**src/sv/pel_pkg.sv**
```systemverilog
// Shared constants, types and codes of the polyline envelope evaluator.
`timescale 1ns / 1ps
package pel_pkg;
  localparam int MAX_POINTS = 1024;
  localparam int IDX_W      = $clog2(MAX_POINTS);
  localparam int CNT_W      = $clog2(MAX_POINTS + 1);
  localparam int COORD_W    = 16;
  localparam int XY_W       = 2 * COORD_W;
  localparam int SEG_W      = COORD_W + 1;
  localparam int TOT_W      = SEG_W + IDX_W;
  localparam int AMT_W      = 17;
  localparam int TGT_W      = AMT_W + TOT_W;
  localparam int FRAC_W     = 16;
  localparam int DEN_W      = SEG_W + FRAC_W;
  localparam int RAD_W      = 2 * COORD_W + 2;
  localparam int NUM_W      = COORD_W + DEN_W + 1;
  localparam int QUO_W      = SEG_W;
  localparam int STEP_W     = 5;

  localparam int IDX_PORT_W = 10;
  localparam int CNT_PORT_W = 11;
  localparam int CFG_IDX_W  = 1;
  localparam int CFG_DATA_W = 16;

  localparam logic [AMT_W-1:0]   AMT_ONE        = AMT_W'(65536);
  localparam logic [COORD_W-1:0] WIDTH_RESET    = COORD_W'(8192);
  localparam logic [COORD_W-1:0] HEIGHT_RESET   = COORD_W'(4096);
  localparam logic [CNT_W-1:0]   CNT_DEFAULT    = CNT_W'(2);
  localparam logic [CNT_W-1:0]   CNT_FULL       = CNT_W'(MAX_POINTS);

  typedef enum logic [1:0] {
    OP_INSERT = 2'd0,
    OP_REMOVE = 2'd1,
    OP_EVAL   = 2'd2,
    OP_RESET  = 2'd3
  } op_t;

  typedef enum logic [1:0] {
    ST_OK        = 2'd0,
    ST_FULL      = 2'd1,
    ST_END_POINT = 2'd2,
    ST_BAD_INDEX = 2'd3
  } status_t;

  localparam logic [CFG_IDX_W-1:0] CFG_WIDTH  = 1'b0;
  localparam logic [CFG_IDX_W-1:0] CFG_HEIGHT = 1'b1;
endpackage

```
**src/sv/pel_div.sv**
```systemverilog
// Restoring divider that yields one quotient bit per cycle.
`timescale 1ns / 1ps
module pel_div (
  input  logic                       clk,
  input  logic                       rst_n,
  input  logic                       start,
  input  logic [pel_pkg::NUM_W-1:0]  num,
  input  logic [pel_pkg::DEN_W-1:0]  den,
  output logic                       done,
  output logic [pel_pkg::QUO_W-1:0]  quo
);
  localparam int NW = pel_pkg::NUM_W;
  localparam int QW = pel_pkg::QUO_W;

  logic [NW-1:0]               n_r, d_r;
  logic [QW-1:0]               q_r;
  logic [pel_pkg::STEP_W-1:0]  k_r;
  logic                        run_r, done_r;

  always_ff @(posedge clk) begin
    if (!rst_n) begin
      run_r  <= 1'b0;
      done_r <= 1'b0;
      k_r    <= '0;
    end else begin
      done_r <= 1'b0;
      if (start) begin
        n_r   <= num;
        d_r   <= NW'(den) << (QW - 1);
        q_r   <= '0;
        k_r   <= pel_pkg::STEP_W'(QW);
        run_r <= 1'b1;
      end else if (run_r) begin
        if (n_r >= d_r) begin
          n_r <= n_r - d_r;
          q_r <= {q_r[QW-2:0], 1'b1};
        end else begin
          q_r <= {q_r[QW-2:0], 1'b0};
        end
        d_r <= d_r >> 1;
        k_r <= k_r - 1'b1;
        if (k_r == pel_pkg::STEP_W'(1)) begin
          run_r  <= 1'b0;
          done_r <= 1'b1;
        end
      end
    end
  end

  assign done = done_r;
  assign quo  = q_r;
endmodule

```
**config.mk**
```make
export PLATFORM = sky130hd
export DESIGN_NAME = pel_div
export DESIGN_NICKNAME = d
export VERILOG_FILES = /design/src/sv/pel_pkg.sv /design/src/sv/pel_div.sv
export SDC_FILE = /design/constraint.sdc
export NUM_CORES = 1
export LEC_CHECK = 0
export BUFFER_PORTS_ARGS = -buffer_cell sky130_fd_sc_hd__buf_2
export CAP_MARGIN = 20
export CORE_MARGIN = 10
export CORE_UTILIZATION = 60
export CTS_BUF_LIST = sky130_fd_sc_hd__clkbuf_2 sky130_fd_sc_hd__clkbuf_4 sky130_fd_sc_hd__clkbuf_8
export CTS_CLUSTER_DIAMETER = 30
export CTS_CLUSTER_SIZE = 16
export DETAILED_ROUTE_END_ITERATION = 16
export PLACE_DENSITY = 0.82
export SETUP_SLACK_MARGIN = 0.2
export SLEW_MARGIN = 40
export SYNTH_ARGS = -nofsm -noshare
export SYNTH_HDL_FRONTEND = slang
export SYNTH_SLANG_ARGS = --single-unit
```
**constraint.sdc**
```tcl
create_clock -name clk -period 5.23 [get_ports clk]
set_input_delay 0.2615 -clock clk [delete_from_list [all_inputs] [get_ports clk]]
set_output_delay 0.2615 -clock clk [all_outputs]
set_load 0.01 [all_outputs]
```
==> impl_metrics.ini <==
[logic_synthesis]
synth.area.mux_share = 0.00538
synth_seq_area_share = 0.458
synth_compound_area_frac = 0.199
synth_flop_cell = edfxtp_1
synth_seq_cells = 123
share_of_the_synthesized_area_in_the_top_cell_type = 0.440
syn-cell-area_um2 = 7910
async_set_or_reset_flop_fraction_in_the_synthesized_netlist = 0
syn_area_per_cell_um2 = 9.37
synth.most_common_cell = nand2_1
ys_top_cells_by_area = edfxtp_1 44%, ha_1 8.1%, o21ai_0 6.5%, nand2_1 5.7%, a21oi_1 3.3%
main_combinational_cell_family_by_area_after_synthesis = compound AO/OA/AOI/OAI gates
ys.warnings.count = 0
post_synth_and_or_nand_nor_area_fraction = 0.147
synth_xor_area_frac = 0.0543
post_synth_num_cell_types = 63
synth_enable_flop_cells = 116
synth.net_count = 982
post_synth_most_frequent_cells = 121 x nand2_1, 116 x edfxtp_1, 102 x o21ai_0
synthDominantAreaCellType = edfxtp_1
syn_inst = 844
yosys.area_share.adder = 0.0832

[critical_path]
critical_path_cell_count = 13
worst_path_cell_trace = ha_1, fa_1, nor2b_1, o21ai_0, nand2b_1, a21oi_1, o211ai_1, a41oi_2, o21ai_1, o21ai_0, a31oi_1, o21a_2, buf_4
critPathRequiredTime_ns = 5.35
cp_max_fo = 22
reg2reg_setup_slack_ns = 1.35
worst_setup_path_start_kind = flop
worst_setup_path_endpoint = n_r[9]
cp.arrival_ns = 4.00
critical-path-slowest-cell = fa_1
cpMostUsedCell = o21ai_0
critPathKind = reg -> reg
start_of_the_worst_register_to_register_path = d_r[0]
worst-path-buf-inv = 1
rr_endpoint = n_r[9]
critPathLaunch = d_r[0]
worst_setup_path_end_kind = flop
critical-path-max-stage-delay_ns = 0.42
worst_r2r_path_depth = 13
worst_path_top_cell_family_by_delay = compound AO/OA/AOI/OAI gates

[grt]
grt_first_pass_wirelength_mm = 29.4
grt_start_max_net_pins = 92
grt.total_usage = 0.198
globalRouteOverflowTotal = 0
number_of_antenna_violations_at_the_first_check_in_global_routing = 0
grt_pass1_vias = 6263

[timing]
max_clock_freq_mhz = 258
post-route-min-period_ns = 3.88
timing.final.crit_share = 0.741
rsz0062_at_grt = no
worstMarginPinSlew_ns = 0.755
report.final.setup_viol = 0
timing.slew.headroom = 0.497
final.setup.tns_ns = 0
holdWs_ns = 0.0617
drv_slew = 0
timing.clock.skew_ns = 0.0105
final_hold_violation_count = 0

[pwr]
power.leakage_nw = 3.82
worst_ir_drop_on_vdd_uv = 283
p_per_area_nw_per_um2 = 334

[floorplan]
initial_core_util = 0.619
fp.dieArea_um2 = 18200
die_w_um = 135
io-pin-count = 104
row_count = 41
floorplan.core_area_um2 = 12800
fp.dieH_um = 135

[drt]
route.detailed.wl_per_inst_um = 15.8
route.vias.total = 6289
drc = 0
number_of_vias_per_cell_after_detailed_routing = 5.67
route.antenna.remaining_nets = 0
wl_mm = 17.6
detailedRoute.firstIterationViolations = 494
detailedRoute.firstPassIterationCount = 5

[cells_and_area]
fill_cells = 979
final_layout_size_suffix_gt1_frac = 0.174
areaGrowthSynthToFinish_pct = 13.2
antenna_diode_count = 0
final_net_count = 1063

[min_path]
hold_path.class = in -> reg

[run]
drv.max_cap_violation_count = 0

[clocking]
tritoncts.num_buffers = 17
cts_htree_levels = 4
cts_root_buffer = clkbuf_8
clk_latency_ns = 0.46
ctsLongestPathBuffers = 2
cts_repair_resize_count = 0
clk_pin_slew_ns = 0.07
cts_tree = yes
post-cts-setup-buffers = 0
cts.hold.buffers_added = 0
clock_sinks = 123

[run_status]
run_status = finished clean

[placed_design]
dpl.hpwl_mm = 12.9
portBuffers = 103
globalplace.congestion = 0.898
[logic make-up after synthesis]
logic type | Yosys count
xor gates and xnor gates | 49
AOI/OAI and AO/OA | 250
and+or+nand+nor | 257
buffers and inverters | 109
muxes | 4
DFF | 123
adders and majority gates | 52
[per-stage QoR]
stage	area, um^2	utilization	total power, mW	std cells	setup slack, ns
CTS	8950	0.701	2.99	1110	1.34
global route	8950	0.701	3.14	1110	1.01
floorplan	7910	-	1.86	844	1.13
global placement	8500	0.666	2.04	1078	1.50
finish	8950	0.701	2.99	1110	1.35
detailed placement	8500	0.666	2.05	1078	1.36
[cell type report]
type                            count  area [um^2]  share of cell area
Clock inverter                      6          110              0.0123
Inverter                           63          236              0.0264
Clock buffer                       26          339              0.0379
Sequential cell                   123         3620               0.405
Tap cell                          172          215              0.0240
Timing Repair Buffer              108          559              0.0625
Multi-Input combinational cell    612         3870               0.432
[per-layer routing]
| metal | GRT usage | up-vias | wire length (um) |
|---|---|---|---|
| li1 | - | 3172 | - |
| met1 | 0.256 | 2893 | 8010 |
| met2 | 0.312 | 192 | 8080 |
| met3 | 0.0593 | 32 | 1170 |
| met4 | 0.0593 | 0 | 301 |
| met5 | 0 | - | 0 |
[worst reg2reg max path: stages (launching register included)]
cell and delay (ns):
edfxtp_1 0.37, ha_1 0.22, fa_1 0.42, nor2b_1 0.12
o21ai_0 0.07, nand2b_1 0.12, a21oi_1 0.18, o211ai_1 0.39
a41oi_2 0.27, o21ai_1 0.30, o21ai_0 0.14, a31oi_1 0.17
o21a_2 0.39, buf_4 0.40
[sequential cells by signal, summed over array words and instances, names as in the netlist]
signal	cells
quo	17
done	1
n_r	50
d_r	49
run_r	1
k_r	5
[power by group]
| group | internal [mW] | switching (mW) | leakage, nW |
|---|---|---|---|
| Combinational | 0.329 | 0.498 | 2.42 |
| Sequential | 1.19 | 0.0285 | 1.17 |
| Clock | 0.563 | 0.379 | 0.226 |
[cell usage in the layout (no fill, tap or decap), types with 5 or more instances in the layout]
cell type  Yosys  routed
dfxtp_1        7       7
ha_1          51      51
nor2b_1       23      23
nand2_1      121     121
a21o_1        26      26
nor3_1        12      12
nand3_1       12      12
o21bai_1       8       8
edfxtp_1     116     116
o211ai_1       5       5
a31oi_1        9       9
xor2_1        27      27
o21a_1        12      10
o21ai_0      102     102
buf_4          0       5
nand4_1       14      14
o21ai_1        5       5
buf_2          7     102
clkbuf_8       0      23
a21oi_1       52      52
inv_1         63      63
nor2_1        53      53
xnor2_1       22      22
[worst min path at each step]
| stage | startpoint | to | slack (ns) | cells past startpoint |
|---|---|---|---|---|
| finish | rst_n | k_r[0] | 0.06 | 2 |
| global route | rst_n | k_r[0] | 0.05 | 2 |
| CTS | rst_n | k_r[4] | 0.05 | 2 |
| detailed placement | k_r[1] | k_r[1] | 0.52 | 2 |
| global placement | k_r[1] | k_r[1] | 0.50 | 2 |
| floorplan | rst_n | k_r[0] | 0.38 | 1 |
Note: power is estimated with default switching activity, not from simulation.
