**src/sv/pel_pkg.sv**
```systemverilog
// Shared constants, types and codes of the polyline envelope evaluator.
`timescale 1ns / 1ps
package pel_pkg;
  localparam int MAX_POINTS = 1024;
  localparam int IDX_W      = $clog2(MAX_POINTS);
  localparam int CNT_W      = $clog2(MAX_POINTS + 1);
  localparam int COORD_W    = 16;
  localparam int XY_W       = 2 * COORD_W;
  localparam int SEG_W      = COORD_W + 1;
  localparam int TOT_W      = SEG_W + IDX_W;
  localparam int AMT_W      = 17;
  localparam int TGT_W      = AMT_W + TOT_W;
  localparam int FRAC_W     = 16;
  localparam int DEN_W      = SEG_W + FRAC_W;
  localparam int RAD_W      = 2 * COORD_W + 2;
  localparam int NUM_W      = COORD_W + DEN_W + 1;
  localparam int QUO_W      = SEG_W;
  localparam int STEP_W     = 5;

  localparam int IDX_PORT_W = 10;
  localparam int CNT_PORT_W = 11;
  localparam int CFG_IDX_W  = 1;
  localparam int CFG_DATA_W = 16;

  localparam logic [AMT_W-1:0]   AMT_ONE        = AMT_W'(65536);
  localparam logic [COORD_W-1:0] WIDTH_RESET    = COORD_W'(8192);
  localparam logic [COORD_W-1:0] HEIGHT_RESET   = COORD_W'(4096);
  localparam logic [CNT_W-1:0]   CNT_DEFAULT    = CNT_W'(2);
  localparam logic [CNT_W-1:0]   CNT_FULL       = CNT_W'(MAX_POINTS);

  typedef enum logic [1:0] {
    OP_INSERT = 2'd0,
    OP_REMOVE = 2'd1,
    OP_EVAL   = 2'd2,
    OP_RESET  = 2'd3
  } op_t;

  typedef enum logic [1:0] {
    ST_OK        = 2'd0,
    ST_FULL      = 2'd1,
    ST_END_POINT = 2'd2,
    ST_BAD_INDEX = 2'd3
  } status_t;

  localparam logic [CFG_IDX_W-1:0] CFG_WIDTH  = 1'b0;
  localparam logic [CFG_IDX_W-1:0] CFG_HEIGHT = 1'b1;
endpackage

```
**src/sv/pel_isqrt.sv**
```systemverilog
// Iterative integer square root, two radicand bits per cycle.
`timescale 1ns / 1ps
module pel_isqrt (
  input  logic                       clk,
  input  logic                       rst_n,
  input  logic                       start,
  input  logic [pel_pkg::RAD_W-1:0]  radicand,
  output logic                       done,
  output logic [pel_pkg::SEG_W-1:0]  root
);
  localparam int W = pel_pkg::RAD_W;

  logic [W-1:0]                v_r, r_r, bit_r;
  logic [pel_pkg::STEP_W-1:0]  k_r;
  logic                        run_r, done_r;
  logic [W-1:0]                trial;

  assign trial = r_r + bit_r;

  always_ff @(posedge clk) begin
    if (!rst_n) begin
      run_r  <= 1'b0;
      done_r <= 1'b0;
      k_r    <= '0;
    end else begin
      done_r <= 1'b0;
      if (start) begin
        v_r   <= radicand;
        r_r   <= '0;
        bit_r <= W'(1) << (W - 2);
        k_r   <= pel_pkg::STEP_W'(W / 2);
        run_r <= 1'b1;
      end else if (run_r) begin
        if (v_r >= trial) begin
          v_r <= v_r - trial;
          r_r <= (r_r >> 1) + bit_r;
        end else begin
          r_r <= r_r >> 1;
        end
        bit_r <= bit_r >> 2;
        k_r   <= k_r - 1'b1;
        if (k_r == pel_pkg::STEP_W'(1)) begin
          run_r  <= 1'b0;
          done_r <= 1'b1;
        end
      end
    end
  end

  assign done = done_r;
  assign root = r_r[pel_pkg::SEG_W-1:0];
endmodule

```
**config.mk**
```make
export PLATFORM = sky130hd
export DESIGN_NAME = pel_isqrt
export DESIGN_NICKNAME = d
export VERILOG_FILES = /design/src/sv/pel_pkg.sv /design/src/sv/pel_isqrt.sv
export SDC_FILE = /design/constraint.sdc
export NUM_CORES = 1
export LEC_CHECK = 0
export BUFFER_PORTS_ARGS = -buffer_cell sky130_fd_sc_hd__buf_2
export CAP_MARGIN = 20
export CORE_MARGIN = 1.5
export CORE_UTILIZATION = 35
export DETAILED_ROUTE_END_ITERATION = 6
export HOLD_SLACK_MARGIN = 0.02
export PLACE_DENSITY = 0.61
export SETUP_SLACK_MARGIN = 0.05
export SYNTH_ARGS = -nofsm -noshare
export SYNTH_HDL_FRONTEND = slang
export SYNTH_SLANG_ARGS = --single-unit
```
**constraint.sdc**
```tcl
create_clock -name clk -period 6.5 [get_ports clk]
set_clock_uncertainty 0.2 [all_clocks]
set_input_delay 0.325 -clock clk [delete_from_list [all_inputs] [get_ports clk]]
set_output_delay 0.325 -clock clk [all_outputs]
set_load 0.05 [all_outputs]
```
==> results of run 1 <==
==> power groups by stage <==
stage	clock network (W)	logic, W	registers [W]
CTS	0.000590	0.00112	0.000807
floorplan	0	0.000904	0.000794
finish	0.000576	0.00112	0.000806
detailed placement	0	0.00111	0.000819
global route	0.000605	0.00126	0.000815
global placement	0	0.00111	0.000818
==> routing by layer <==
metal | GRT usage (%) | routed length [um] | up-vias
li1 | - | - | 3415
met1 | 23.3 | 9830 | 3273
met2 | 28.5 | 9410 | 113
met3 | 2.23 | 609 | 21
met4 | 4.58 | 301 | 0
met5 | 0 | 0 | -
==> logic make-up (layout without fill, tap and decap cells) <==
group / Yosys count / in the layout / synth area share (%)
DFF: 92 / 92 / 33.3
AOI/OAI and AO/OA: 287 / 287 / 23.7
xor gates and xnor gates: 76 / 76 / 8.23
muxes: 7 / 7 / 0.960
buffers and inverters: 70 / 95 / 4.30
and+or+nand+nor: 308 / 308 / 18.1
adders and majority gates: 73 / 73 / 11.4
==> registers in the layout, indices dropped and copies added (netlist names) <==
register and cells:
bit_r 17, done 1, k_r 5, r_r 34, run_r 1, v_r 34
==> cells in the final DEF, fill, tap and decap left out, drive strengths merged, types with 6 or more instances in the layout <==
cell type,instances
edfxtp,85
nor3,12
a21oi,65
xnor2,32
o31ai,12
a311oi,6
nand4,6
and3,9
nor2b,35
a211oi,24
inv,20
xor2,44
dfxtp,7
a21o,19
a41oi,6
a31o,8
nand3,14
a31oi,25
or3,8
clkbuf,12
o21ai,77
o21bai,13
buf,58
o21a,6
nor2,81
nand2,112
nor4,6
mux2,6
ha,72
==> metrics by stage <==
stage / setup slack, ns / cells / total power, W / area [sq um] / utilization (%)
final: 0.763 / 1223 / 0.00251 / 8800 / 38.9
after global routing: 0.261 / 1223 / 0.00268 / 8800 / 38.9
after CTS: 0.783 / 1223 / 0.00252 / 8800 / 38.9
after floorplan: 0.270 / 913 / 0.00170 / 8080 / -
after global placement: 0.942 / 1207 / 0.00193 / 8490 / 37.5
after detailed placement: 0.844 / 1207 / 0.00193 / 8490 / 37.5
==> final cells by class <==
| type | instances | area [sq um] |
|---|---|---|
| fillers | 2318 | 13800 |
| multi-input cells | 751 | 5050 |
| flip-flops and latches | 92 | 2690 |
| well taps | 285 | 357 |
| repair buffers | 58 | 303 |
| clock buffers | 12 | 236 |
| inverters | 21 | 78.8 |
| clock inverters | 4 | 73.8 |
==> worst min-delay path: stages <==
cell,delay (ns)
buf_2,0.07
nand2_1,0.04
o21ai_0,0.05
==> final timing paths <==
path,startpoint,to,slack (ns),depth (start not counted)
worst min register to register,k_r[3],done,0.32,1
worst max register to register,r_r[2],r_r[29],0.76,19
worst max-delay path,r_r[2],r_r[29],0.76,19
worst min-delay path,radicand[7],v_r[7],0.05,3
==> out/metrics.yaml, run 1 <==
outcome:
  status: "finished, final reports clean"
clock_network:
  cts_root_buf: "clkbuf_16"
  cts_max_level: 3
  cts_made_buffers: 9
  clkTransAtPathRegs_ns: 0.07
  tritoncts: "yes"
  hold_buffers: 0
  worstSkewPairLatency_ns: 0.35
  clockBufferDepth: 2
  numClockSinks: 92
  cts_resized: 0
  post-cts-setup-buffer-count: 0
place:
  dp_hpwl_um: 14900
  place_congestion: 0.865
  io_buffer_count: 54
sta:
  tns_ns: 0
  max_freq_ghz: 0.174
  max_slew.worst_pin.slew_ns: 1.01
  finalCriticalPeriod_ns: 5.74
  slew_violations: 0
  post-route-period-util_pct: 88.3
  hold_ws_ns: 0.0476
  relSlewSlack_pct: 31.1
  finalHoldViolCount: 0
  grt_setup_unrepaired: "no"
  setup_viol: 0
worst_setup_path:
  cpMostUsedCell: "ha_1"
  path_cells: "ha_1 -> and3_4 -> or4_4 -> o211a_1 -> o31ai_2 -> a21oi_2 -> o31ai_1 -> nor4_1 -> a311oi_1 -> ha_1 -> nand4_2 -> nor4_2 -> a41oi_1 -> nor2b_2 -> o41ai_4 -> nand3_1 -> buf_4 -> o21ai_0 -> mux2_2"
  cp-start-kind: "flop"
  path_buf_inv: 1
  cp_slowest_cell: "edfxtp_1"
  crit_fanout: 47
  cp-end-kind: "flop"
  crit_required_ns: 6.41
  max_stage_delay_ns: 0.46
  crit_type: "flop to flop"
  cp_top_family: "compound AO/OA/AOI/OAI gates"
  arrival_ns: 5.64
power:
  p_leak_nw: 3.34
  ir_worst_vdd_mv: 0.111
  power_density_nw_per_um2: 285
  p_seq_share_pct: 32.2
  combPwrFrac_pct: 44.8
  clkPwrFrac_pct: 23.0
  internal-power_w: 0.00152
  power.switching_w: 0.000988
  sw_frac_of_total_pct: 39.4
floorplan:
  die_area_sq_um: 24000
  num_rows: 55
  die_h_um: 155
  die_w_um: 155
  start_util_pct: 35.7
  core-area_sq_um: 22600
  io-pin-count: 55
yosys:
  synth_edf_count: 85
  syn_avg_cell_area_sq_um: 8.85
  postSynth.asyncResetShare_pct: 0
  yosysTopAreaCellShare_pct: 31.6
  synthesis.area_sq_um: 8080
  yosys_warnings: 0
  synth_top_cells_by_area: "edfxtp_1 (32%), ha_1 (11%), nand2_1 (5.2%), xor2_1 (4.8%), o21ai_0 (4.5%)"
  synth_seq_cells: 92
  synth.net_count: 1023
  ys.flop_type: "edfxtp_1"
  synth_top_cell_by_area: "edfxtp_1"
  synth_common_cells: "nand2_1 (112), edfxtp_1 (85), nor2_1 (81)"
  ys_seq_area_share_pct: 33.3
  post-synth-top-count-cell: "nand2_1"
  ys_types: 77
  postSynthCellCount: 913
routing:
  ant_nets: 0
  routedWlPerCell_um: 16.5
  firstDrtPassIters: 5
  dr.first_iter.drc_count: 449
  routed-via-count: 6822
  routed_via_density: 5.58
  drc: 0
  wl_um: 20200
global_route:
  grt-ovfl-total: 0
  grt.total_usage_pct: 17.1
  grt_pass1_vias: 6448
  antenna_found_initial: 0
  grt_max_degree: 80
  grt_pass1_wl_um: 33100
cells_and_area:
  drive_above_1_share_pct: 11.9
  antenna_cells: 0
  nets: 1043
  area_growth_pct: 8.81
job:
  max-cap-violations: 0
worst_hold_path:
  min_path_type: "primary input to flop"
Note: power is estimated with default switching activity, not from simulation.
==> run 2, diff against run 1 <==
Settings changed: ABC_AREA from default to 1, PLACE_DENSITY 0.61 to 0.59.
==> run 2 against run 1 <==
  * Synthesized cell count is 71% higher
  * First-iteration DRC count is 100% higher
  * Count of clock-buffer cells in the layout shrank 2
  * Sequential cell count unchanged
  * Maximum frequency rose by 13%
  * Critical path depth grew 4
  * Sequential share of layout area down 6.0 points
  * Clock power is 6.6% higher
  * Combinational power up 37%
  * Largest cell class unchanged
==> out/metrics.yaml, run 2 <==
power:
  sw_frac_of_total_pct: 46.5  # was 39.4%
  clkPwrFrac_pct: 20.5  # was 23.0%
  p_leak_nw: 5.38  # was 3.34 nW
  power.switching_w: 0.00139  # was 0.000988 W
  power_density_nw_per_um2: 274  # was 285 nW/um^2
  internal-power_w: 0.00160  # was 0.00152 W
  ir_worst_vdd_mv: 0.143  # was 0.111 mV
  combPwrFrac_pct: 51.0  # was 44.8%
  p_seq_share_pct: 28.5  # was 32.2%
sta:
  finalCriticalPeriod_ns: 5.09  # was 5.74 ns
  max_slew.worst_pin.slew_ns: 0.824  # was 1.01 ns
  tns_ns: 0  # unchanged
  finalHoldViolCount: 0  # unchanged
  relSlewSlack_pct: 45.0  # was 31.1%
  setup_viol: 0  # unchanged
  post-route-period-util_pct: 78.3  # was 88.3%
  slew_violations: 0  # unchanged
  max_freq_ghz: 0.196  # was 0.174 GHz
  grt_setup_unrepaired: "no"  # unchanged
worst_setup_path:
  crit_type: "flop to flop"  # unchanged
  crit_required_ns: 6.38  # was 6.41 ns
  arrival_ns: 4.97  # was 5.64 ns
  cp-start-kind: "flop"  # unchanged
  cp-end-kind: "flop"  # unchanged
  crit_fanout: 35  # was 47
yosys:
  synth_top_cells_by_area: "edfxtp_1 (25%), nand2_1 (21%), ha_1 (8.9%), inv_1 (7.7%), nor2_1 (5.6%)"  # was edfxtp_1 (32%), ha_1 (11%), nand2_1 (5.2%), xor2_1 (4.8%), o21ai_0 (4.5%)
  synth_seq_cells: 92  # unchanged
  ys_seq_area_share_pct: 26.6  # was 33.3%
  ys_types: 40  # was 77
  yosys_warnings: 0  # unchanged
  synth.net_count: 1673  # was 1023
  synthesis.area_sq_um: 10100  # was 8080 sq um
  postSynthCellCount: 1563  # was 913
  post-synth-top-count-cell: "nand2_1"  # unchanged
  ys.flop_type: "edfxtp_1"  # unchanged
  synth_top_cell_by_area: "edfxtp_1"  # unchanged
  syn_avg_cell_area_sq_um: 6.47  # was 8.85 sq um
  yosysTopAreaCellShare_pct: 25.3  # was 31.6%
  synth_edf_count: 85  # unchanged
  postSynth.asyncResetShare_pct: 0  # unchanged
  synth_common_cells: "nand2_1 (553), inv_1 (207), nor2_1 (151)"  # was nand2_1 (112), edfxtp_1 (85), nor2_1 (81)
cells_and_area:
  layout_commonest_cell: "nand2_1"  # unchanged
  seqCellArea_sq_um: 2690  # unchanged
  reg_top3: "r_r x34, v_r x34, bit_r x17"  # unchanged
  multi_input_area_sq_um: 6310  # was 5050 sq um
  final_cell_mix: "nand2_1 (553), inv_1 (207), nor2_1 (151), nand3_1 (110), edfxtp_1 (85)"  # was nand2_1 (112), edfxtp_1 (85), nor2_1 (81), o21ai_0 (72), ha_1 (72)
  drive_above_1_share_pct: 8.35  # was 11.9%
  nets: 1697  # was 1043
  area_growth_pct: 8.05  # was 8.81%
  antenna_cells: 0  # unchanged
  stdcell_count: 1976  # was 1223
  fillerInstances: 3194  # was 2318
clock_network:
  worstSkewPairLatency_ns: 0.38  # was 0.35 ns
  tritoncts: "yes"  # unchanged
  post-cts-setup-buffer-count: 0  # unchanged
  numClockSinks: 92  # unchanged
  clockBufferDepth: 2  # unchanged
  cts_made_buffers: 9  # unchanged
  hold_buffers: 2  # was 0
  cts_resized: 0  # unchanged
  cts_root_buf: "clkbuf_16"  # unchanged
  clkTransAtPathRegs_ns: 0.08  # was 0.07 ns
  cts_max_level: 3  # unchanged
floorplan:
  start_util_pct: 35.4  # was 35.7%
  core-area_sq_um: 28500  # was 22600 sq um
  die_h_um: 173  # was 155 um
  io-pin-count: 55  # unchanged
  num_rows: 62  # was 55
  die_area_sq_um: 29900  # was 24000 sq um
  die_w_um: 173  # was 155 um
routing:
  dr.first_iter.drc_count: 897  # was 449
  ant_nets: 0  # unchanged
  routed-via-count: 9972  # was 6822
  routedWlPerCell_um: 15.7  # was 16.5 um
  routed_via_density: 5.05  # was 5.58
  wl_um: 31100  # was 20200 um
  firstDrtPassIters: 5  # unchanged
  drc: 0  # unchanged
global_route:
  grt_pass1_wl_um: 49700  # was 33100 um
  grt_pass1_vias: 9473  # was 6448
  grt-ovfl-total: 0  # unchanged
  grt.total_usage_pct: 20.9  # was 17.1%
  grt_max_degree: 68  # was 80
  antenna_found_initial: 0  # unchanged
place:
  io_buffer_count: 54  # unchanged
  dp_hpwl_um: 24300  # was 14900 um
  place_congestion: 0.912  # was 0.865
  dp_cells: 1958  # was 1207
worst_hold_path:
  min_path_type: "primary input to flop"  # unchanged
outcome:
  status: "finished, final reports clean"  # unchanged
job:
  max-cap-violations: 0  # unchanged
==> run 2: worst paths after layout <==
kind	start	end	slack, ns	cells past startpoint
worst max-delay path	r_r[6]	v_r[25]	1.41	23
worst min-delay path	radicand[4]	v_r[4]	0.02	3
worst max register to register	r_r[6]	v_r[25]	1.41	23
worst min register to register	k_r[4]	k_r[4]	0.28	2
==> run 2: area by class of cell <==
class                   instances  area share (%)
clock inverters                 6           0.859
inverters                     210            7.23
well taps                     384            4.40
flip-flops and latches         92            24.7
clock buffers                  10            2.10
repair buffers                 61            3.00
multi-input cells            1213            57.8
==> run 2: per-layer routing <==
layer  part of all wire, %  routed length [um]  GRT usage (%)
met3                   4.1                1260           2.70
met1                    47               14700           28.4
met5                     0                   0              0
met2                    46               14300           34.6
met4                   2.3                 722           6.38
==> run 2: cells by family after synthesis <==
| group | synth area share (%) |
|---|---|
| buffers and inverters | 11.1 |
| AOI/OAI and AO/OA | 7.66 |
| adders and majority gates | 9.11 |
| and+or+nand+nor | 41.3 |
| xor gates and xnor gates | 4.25 |
| DFF | 26.6 |
==> run 2: power groups by stage <==
| stage | combinational, W | clock, W | sequential [W] |
|---|---|---|---|
| 2_1_floorplan | 0.00122 | 0 | 0.000818 |
| 6_report | 0.00153 | 0.000614 | 0.000853 |
| 3_5_place_dp | 0.00151 | 0 | 0.000862 |
| 4_1_cts | 0.00151 | 0.000621 | 0.000851 |
| 3_3_place_gp | 0.00149 | 0 | 0.000863 |
| 5_1_grt | 0.00172 | 0.000638 | 0.000862 |
==> run 2: critical path: stages (launching register included) <==
cell      delay, ns
edfxtp_1       0.54
ha_1           0.42
nand2_1        0.13
o21ai_0        0.12
nand2_1        0.08
nand2_1        0.09
a21oi_1        0.46
o21ai_2        0.17
nand2_1        0.13
nand2_1        0.06
nand2_1        0.06
nand2_1        0.12
ha_1           0.39
nand2_1        0.15
inv_1          0.05
a21oi_1        0.19
nand2_1        0.11
nand2_1        0.08
nand3_2        0.11
nor2_8         0.52
nand3_1        0.14
nand2_1        0.09
inv_1          0.03
buf_4          0.26
==> run 2: through the flow <==
| step | total power (W) | area (sq um) | hold WS, ns | setup WS [ns] | util, % |
|---|---|---|---|---|---|
| after detailed placement | 0.00237 | 10600 | 0.273 | 1.52 | 37.1 |
| after global routing | 0.00322 | 10900 | 0.0344 | 1.09 | 38.3 |
| after global placement | 0.00235 | 10600 | 0.265 | 1.45 | 37.1 |
| final | 0.00299 | 10900 | 0.0195 | 1.41 | 38.3 |
| after CTS | 0.00298 | 10900 | 0.0211 | 1.48 | 38.3 |
| after floorplan | 0.00204 | 10100 | 0.224 | 1.69 | - |
